$ cat src/design/dcr_pkg.sv
// ----------------------------------------------------------------------------
// Diversity combining receiver package
// Item types, lane result types and combiner codes shared by the design.
// ----------------------------------------------------------------------------
package dcr_pkg;

  localparam int SAMPLE_W = 12;
  localparam int BYTE_W   = 8;
  localparam int TECH_W   = 2;
  localparam int LANES    = 3;

  localparam logic [TECH_W-1:0] TECH_EGC = 2'd0;
  localparam logic [TECH_W-1:0] TECH_MLC = 2'd1;
  localparam logic [TECH_W-1:0] TECH_SEL = 2'd2;

  typedef struct packed {
    logic [SAMPLE_W-1:0] sample_r1;
    logic [SAMPLE_W-1:0] sample_r2;
    logic [SAMPLE_W-1:0] sample_r3;
  } sample_t;

  typedef struct packed {
    logic [BYTE_W-1:0]   data_byte;
    logic [TECH_W-1:0]   technique;
    logic [SAMPLE_W-1:0] threshold_level;
  } result_t;

  typedef struct packed {
    logic ge;
    logic gt;
  } lane_t;

  typedef struct packed {
    logic                egc_bit;
    logic                mlc_bit;
    logic [SAMPLE_W-1:0] max_val;
  } merge_t;

endpackage

$ cat src/design/dcr_lane.sv
// ----------------------------------------------------------------------------
// Diversity combining receiver lane
// Slices one receiver's sample against the decision threshold.
// ----------------------------------------------------------------------------
module dcr_lane (
  input  logic [dcr_pkg::SAMPLE_W-1:0] sample,
  input  logic [dcr_pkg::SAMPLE_W-1:0] threshold,
  output dcr_pkg::lane_t               decision
);

  assign decision.ge = sample >= threshold;
  assign decision.gt = sample > threshold;

endmodule

$ cat src/design/dcr_merge.sv
// ----------------------------------------------------------------------------
// Diversity combining receiver merge stage
// Forms the equal-gain bit from the sample sum and the majority bit from the
// lane decisions, and finds the largest sample of the item.
// ----------------------------------------------------------------------------
module dcr_merge (
  input  dcr_pkg::sample_t                          samples,
  input  dcr_pkg::lane_t [dcr_pkg::LANES-1:0]       lanes,
  input  logic [dcr_pkg::SAMPLE_W-1:0]              threshold,
  output dcr_pkg::merge_t                           merged
);

  localparam int SUM_W = dcr_pkg::SAMPLE_W + 2;

  logic [SUM_W-1:0]             sum;
  logic [SUM_W-1:0]             thr3;
  logic [dcr_pkg::SAMPLE_W-1:0] max12;

  // The truncated average reaches the threshold exactly when the sum
  // reaches three times the threshold.
  assign sum  = SUM_W'(samples.sample_r1) + SUM_W'(samples.sample_r2)
              + SUM_W'(samples.sample_r3);
  assign thr3 = {1'b0, threshold, 1'b0} + SUM_W'(threshold);

  always_comb begin
    max12 = samples.sample_r1;
    if (samples.sample_r2 > max12) max12 = samples.sample_r2;
    if (samples.sample_r3 > max12) max12 = samples.sample_r3;
  end

  assign merged.egc_bit = sum >= thr3;
  assign merged.mlc_bit = (lanes[0].ge & lanes[1].ge) | (lanes[0].ge & lanes[2].ge)
                        | (lanes[1].ge & lanes[2].ge);
  assign merged.max_val = max12;

endmodule

$ cat src/design/diversity_combining_receiver.sv
// ----------------------------------------------------------------------------
// Three-branch diversity combining receiver
// Calibrates a threshold, trains to pick a combiner (recalibrating if none wins),
// then decodes one byte.
// A byte appears in the output register in the cycle after the last
// decoding item is accepted.
// Throughput: one item per cycle unless sample_stall holds; per-item slicing,
// the combiner merge and the threshold reciprocal multiply are combinational.
// Reset: synchronous rst returns the block to calibration with all counts,
// the threshold and the output register cleared.
module diversity_combining_receiver #(
  parameter int BITS_PER_PHASE = 8
) (
  input  logic             clk,
  input  logic             rst,
  input  logic             sample_valid,
  output logic             sample_stall,
  input  dcr_pkg::sample_t sample,
  output logic             result_valid,
  input  logic             result_stall,
  output dcr_pkg::result_t result
);

  localparam int IW    = (BITS_PER_PHASE > 1) ? $clog2(BITS_PER_PHASE) : 1;
  localparam int CW    = $clog2(BITS_PER_PHASE + 1);
  localparam int SW    = dcr_pkg::SAMPLE_W + $clog2(BITS_PER_PHASE);
  localparam int SHIFT = SW + $clog2(BITS_PER_PHASE);
  localparam int RW    = SHIFT + 1;
  localparam int PW    = SW + RW;
  localparam longint unsigned RECIP =
    ((64'd1 << SHIFT) + BITS_PER_PHASE - 1) / BITS_PER_PHASE;
  localparam logic [IW-1:0] LAST_IDX = IW'(BITS_PER_PHASE - 1);

  localparam logic [1:0] PH_CAL    = 2'd0;
  localparam logic [1:0] PH_TRAIN  = 2'd1;
  localparam logic [1:0] PH_DECODE = 2'd2;

  logic [1:0]                   phase;
  logic [IW-1:0]                bit_index;
  logic [SW-1:0]                max_sum;
  logic [dcr_pkg::SAMPLE_W-1:0] threshold;
  logic [CW-1:0]                egc_ones;
  logic [CW-1:0]                mlc_ones;
  logic [CW-1:0]                branch_ones [dcr_pkg::LANES];
  logic [dcr_pkg::TECH_W-1:0]   chosen_technique;
  logic [1:0]                   best_branch;
  logic [dcr_pkg::BYTE_W-1:0]   shift_byte;

  dcr_pkg::lane_t [dcr_pkg::LANES-1:0] lanes;
  dcr_pkg::merge_t                     merged;
  logic [dcr_pkg::SAMPLE_W-1:0]        lane_samples [dcr_pkg::LANES];

  logic                         accept;
  logic                         last;
  logic [SW-1:0]                max_sum_next;
  logic [PW-1:0]                product;
  logic [dcr_pkg::SAMPLE_W-1:0] threshold_next;
  logic [CW-1:0]                egc_next;
  logic [CW-1:0]                mlc_next;
  logic [CW-1:0]                branch_next [dcr_pkg::LANES];
  logic [1:0]                   best_next;
  logic [CW-1:0]                sel_count;
  logic                         decode_bit;
  logic [dcr_pkg::BYTE_W-1:0]   shift_byte_next;

  assign lane_samples[0] = sample.sample_r1;
  assign lane_samples[1] = sample.sample_r2;
  assign lane_samples[2] = sample.sample_r3;

  for (genvar g = 0; g < dcr_pkg::LANES; g++) begin : g_lane
    dcr_lane u_lane (
      .sample    (lane_samples[g]),
      .threshold (threshold),
      .decision  (lanes[g])
    );
  end

  dcr_merge u_merge (
    .samples   (sample),
    .lanes     (lanes),
    .threshold (threshold),
    .merged    (merged)
  );

  assign last         = bit_index == LAST_IDX;
  assign sample_stall = result_valid & result_stall & (phase == PH_DECODE) & last;
  assign accept       = sample_valid & ~sample_stall;

  // Threshold is the truncated average, taken by a reciprocal multiply.
  assign max_sum_next   = max_sum + SW'(merged.max_val);
  assign product        = PW'(max_sum_next) * PW'(RW'(RECIP));
  assign threshold_next = product[SHIFT +: dcr_pkg::SAMPLE_W];

  assign egc_next = egc_ones + CW'(merged.egc_bit);
  assign mlc_next = mlc_ones + CW'(merged.mlc_bit);

  always_comb begin
    for (int i = 0; i < dcr_pkg::LANES; i++) begin
      branch_next[i] = branch_ones[i] + CW'(lanes[i].ge);
    end
    best_next = 2'd0;
    sel_count = branch_next[0];
    if (branch_next[1] > sel_count) begin
      best_next = 2'd1;
      sel_count = branch_next[1];
    end
    if (branch_next[2] > sel_count) begin
      best_next = 2'd2;
      sel_count = branch_next[2];
    end
  end

  always_comb begin
    case (chosen_technique)
      dcr_pkg::TECH_EGC: decode_bit = merged.egc_bit;
      dcr_pkg::TECH_MLC: decode_bit = merged.mlc_bit;
      default: begin
        case (best_branch)
          2'd0:    decode_bit = lanes[0].gt;
          2'd1:    decode_bit = lanes[1].gt;
          default: decode_bit = lanes[2].gt;
        endcase
      end
    endcase
  end

  assign shift_byte_next = {shift_byte[dcr_pkg::BYTE_W-2:0], decode_bit};

  always_ff @(posedge clk) begin
    if (rst) begin
      phase            <= PH_CAL;
      bit_index        <= '0;
      max_sum          <= '0;
      threshold        <= '0;
      egc_ones         <= '0;
      mlc_ones         <= '0;
      for (int i = 0; i < dcr_pkg::LANES; i++) branch_ones[i] <= '0;
      chosen_technique <= dcr_pkg::TECH_EGC;
      best_branch      <= '0;
      shift_byte       <= '0;
      result_valid     <= 1'b0;
      result           <= '0;
    end else begin
      if (accept && phase == PH_DECODE && last) begin
        result_valid <= 1'b1;
      end else if (!result_stall) begin
        result_valid <= 1'b0;
      end
      if (accept) begin
        bit_index <= last ? '0 : bit_index + IW'(1);
        unique case (phase)
          PH_TRAIN: begin
            if (last) begin
              best_branch <= best_next;
              egc_ones    <= '0;
              mlc_ones    <= '0;
              for (int i = 0; i < dcr_pkg::LANES; i++) branch_ones[i] <= '0;
              shift_byte  <= '0;
              if (egc_next > mlc_next && egc_next > sel_count) begin
                chosen_technique <= dcr_pkg::TECH_EGC;
                phase            <= PH_DECODE;
              end else if (mlc_next > egc_next && mlc_next > sel_count) begin
                chosen_technique <= dcr_pkg::TECH_MLC;
                phase            <= PH_DECODE;
              end else if (sel_count > egc_next && sel_count > mlc_next) begin
                chosen_technique <= dcr_pkg::TECH_SEL;
                phase            <= PH_DECODE;
              end else begin
                phase   <= PH_CAL;
                max_sum <= '0;
              end
            end else begin
              egc_ones <= egc_next;
              mlc_ones <= mlc_next;
              for (int i = 0; i < dcr_pkg::LANES; i++) branch_ones[i] <= branch_next[i];
            end
          end
          PH_DECODE: begin
            if (last) begin
              result.data_byte       <= shift_byte_next;
              result.technique       <= chosen_technique;
              result.threshold_level <= threshold;
              shift_byte             <= '0;
              max_sum                <= '0;
              phase                  <= PH_CAL;
            end else begin
              shift_byte <= shift_byte_next;
            end
          end
          default: begin
            if (last) begin
              threshold <= threshold_next;
              max_sum   <= '0;
              egc_ones  <= '0;
              mlc_ones  <= '0;
              for (int i = 0; i < dcr_pkg::LANES; i++) branch_ones[i] <= '0;
              phase     <= PH_TRAIN;
            end else begin
              max_sum <= max_sum_next;
              phase   <= PH_CAL;
            end
          end
        endcase
      end
    end
  end

endmodule

$ cat config.mk
export PLATFORM = sky130hd
export DESIGN_NAME = diversity_combining_receiver
export DESIGN_NICKNAME = d
export VERILOG_FILES = /design/src/design/dcr_pkg.sv /design/src/design/dcr_lane.sv /design/src/design/dcr_merge.sv /design/src/design/diversity_combining_receiver.sv
export SDC_FILE = /design/constraint.sdc
export NUM_CORES = 1
export LEC_CHECK = 0
export ABC_AREA = 1
export BUFFER_PORTS_ARGS = -buffer_cell sky130_fd_sc_hd__buf_2
export CORE_ASPECT_RATIO = 1.1
export CORE_UTILIZATION = 55
export CTS_BUF_LIST = sky130_fd_sc_hd__clkbuf_8
export DETAILED_ROUTE_END_ITERATION = 6
export PLACE_DENSITY_LB_ADDON = 0.1
export SLEW_MARGIN = 10
export SYNTH_ARGS = -nofsm -noshare
export SYNTH_HDL_FRONTEND = slang
export SYNTH_HIERARCHICAL = 1
export SYNTH_SLANG_ARGS = --single-unit
$ cat constraint.sdc
create_clock -name clk -period 12.46 [get_ports clk]
set_input_delay 0 -clock clk [delete_from_list [all_inputs] [get_ports clk]]
set_output_delay 0 -clock clk [all_outputs]
set_load 0.01 [all_outputs]
==> flow_metrics.py <==
metrics = {
    "outcome": {
        "status": "completed",
    },
    "pwr": {
        "vdd_drop_max_mv": 0.125,
        "p_leak_nw": 4.99,
        "p_per_area_mw_per_mm2": 102,
        "p_total_uw": 989,
    },
    "clock_tree": {
        "cts_hold_buf": 1,
        "cts_resized": 0,
        "cts_tree": "done",
        "clock_sinks": 86,
        "post_cts_buffers": 0,
        "cts_root_buffer": "clkbuf_8",
        "htree_levels": 3,
        "path_clk_slew_ns": 0.09,
        "cts_inserted_buffers": 9,
        "clock_path_buffers": 2,
        "clock_latency_ns": 0.36,
    },
    "worst_setup_path": {
        "startpoint": "threshold[5]",
        "endpoint": "max_sum[7]",
        "crit_slowest_cell": "nor2_2",
        "cpPeakStageDelay_ns": 0.86,
        "rr_startpoint": "threshold[5]",
        "cp_max_fo": 30,
        "crit_top_cell": "nand2_1",
        "cp.required_ns": 12.72,
        "critical_path_class": "register to register",
        "r2r_cells": 38,
        "end_kind": "register",
        "rrSetupSlack_ns": 6.14,
        "cp-start-kind": "register",
        "cp.arrival_ns": 6.58,
        "timing.rr.end": "max_sum[7]",
    },
    "synthesis": {
        "synth_edf_count": 12,
        "ys_seq_area_share_pct": 20.4,
        "yosysTopAreaCell": "ha_1",
        "ys.flop_type": "dfxtp_1",
        "synth_area_leaders": "ha_1 19%, dfxtp_1 16%, nand2_1 15%, inv_1 8.7%, a21oi_1 6.0%",
        "synth.net_count": 1522,
        "netlist_area_mm2": 0.00903,
        "yosys_warnings": 6,
        "async_flop_share_pct": 0,
        "synth_seq_cells": 86,
        "syn-mean-instance-area_um2": 6.80,
        "synthCells": 1327,
        "synth_top_cell_area_share_pct": 19.4,
        "ys_types": 52,
    },
    "global_routing": {
        "grt-ovfl-total": 0,
        "grt_max_degree": 42,
        "grt_antenna_before_repair": 0,
        "grt_usage_pct": 29.2,
        "grt_pass1_wl_um": 38200,
        "grt_pass1_vias": 7750,
    },
    "route": {
        "wl_um": 23600,
        "antenna_left": 0,
        "wl_per_cell_um": 14.9,
        "drt-vias-per-instance": 5.30,
        "dr.first_iter.drc_count": 527,
        "first_pass_iters": 5,
        "vias": 8382,
        "drc_errors": 0,
    },
    "worst_hold_path": {
        "min_path_type": "primary input to register",
    },
    "timing": {
        "rsz0062_at_grt": "no",
        "min_period_over_period_pct": 50.8,
        "whs_ns": 0.100,
        "tightest_slew_ns": 1.14,
        "period_minus_slack_ns": 6.32,
        "slew_violations": 0,
        "fmax_ghz": 0.158,
        "hold_viol_final": 0,
        "maxSlewHeadroom_pct": 23.7,
        "fin_skew_ns": 0.00967,
        "final.setup.tns_ns": 0,
        "setup_viol": 0,
    },
    "floorplanning": {
        "die_area_mm2": 0.0169,
        "dieWidth_um": 124,
        "start_util_pct": 56.9,
        "row_count": 48,
        "coreArea_mm2": 0.0159,
        "die_h_um": 136,
        "io_pins": 64,
    },
    "cells_and_area": {
        "diodes": 0,
        "seqCellArea_mm2": 0.00184,
        "nNetsFinal": 1572,
        "final_cells": 1581,
        "area_delta_synth_final_pct": 6.94,
        "multi_input_area_mm2": 0.00621,
        "final_core_util_pct": 60.9,
        "drive_above_1_share_pct": 12.1,
        "fillers": 1550,
        "final_common_cell": "nand2_1",
        "layout_common_cells": "364 x nand2_1, 209 x inv_1, 140 x ha_1",
    },
    "place": {
        "gp_congestion": 0.955,
        "port_buffers": 63,
        "dpl.hpwl_um": 18900,
        "placed_cells": 1565,
    },
    "flow_run": {
        "cap_violations": 0,
    },
}
## cells in the mapped netlist (9+ instances only)
master,n
nand2_1,364
inv_1,209
ha_1,140
a21oi_1,109
nand3_1,87
nor2_1,83
dfxtp_1,74
o21ai_0,28
nand2_2,25
xor2_1,17
xnor2_1,16
fa_1,15
nor2_2,15
nand4_1,13
buf_2,12
edfxtp_1,12
nand2_4,12
nand3_2,11
o211ai_1,9
## registers in the layout, summed over array words and instances (netlist names)
signal / count
phase: 2
bit_index: 3
mlc_ones: 4
threshold: 12
branch_ones: 12
best_branch: 2
shift_byte: 7
max_sum: 15
egc_ones: 4
chosen_technique: 2
result_valid: 1
result: 22
## through the flow
stage	area (µm²)	setup slack, ns
2_1_floorplan	9030	7.77
3_3_place_gp	9450	6.35
3_5_place_dp	9450	6.24
4_1_cts	9650	6.18
5_1_grt	9650	5.52
6_report	9650	6.14
## worst min-delay path by stage
| stage | start | endpoint | slack [ns] | cells after the start |
|---|---|---|---|---|
| after floorplan | result_stall | sample_stall | 0.14 | 2 |
| after global placement | result_stall | result_valid | 0.33 | 5 |
| after detailed placement | result_stall | result_valid | 0.33 | 5 |
| after CTS | sample_valid | bit_index[0] | 0.09 | 5 |
| after global routing | sample_valid | bit_index[0] | 0.16 | 5 |
| final | sample_valid | bit_index[0] | 0.10 | 5 |
## critical path: cells and delay by family (launching register included)
family,cells,cell delay (ns)
compound gates,6,0.87
fa+ha+maj,5,1.50
buf+inv,4,0.33
flops,1,0.69
simple gates,23,2.82
## metal layers
metal | GRT usage, % | vias up | part of all wire (%)
met5 | 0 | - | 0
met4 | 9.46 | 0 | 2.7
met3 | 3.78 | 42 | 5.3
met2 | 47.9 | 210 | 46
met1 | 39.1 | 3770 | 46
li1 | - | 4360 | -
## cell families (layout without fill, tap and decap cells)
family,count (synthesis),in the layout,share of synthesized area [%]
buffers and inverters,244,298,10.8
adder cells (fa/ha/maj),156,156,22.8
flip-flops,86,86,20.4
multiplexers,1,1,0.111
XOR/XNOR,33,33,3.20
AND/OR/NAND/NOR,636,636,32.0
AO/OA/AOI/OAI,171,171,10.6
## where the power goes
part / internal (mW) / leakage, nW / switching, mW
Clock: 0.0931 / 0.0927 / 0.104
Combinational: 0.178 / 4.17 / 0.311
Sequential: 0.292 / 0.724 / 0.0102
## area by class of cell
type                       instances  area share (%)
sequential                        86            19.1
clock inverter                     6           0.713
inverter                         217            8.46
tap                              200            2.59
multi-input combinational        997            64.3
timing repair buffer              66            3.53
clock buffer                       9            1.28
(Power assumes the default switching activity.)
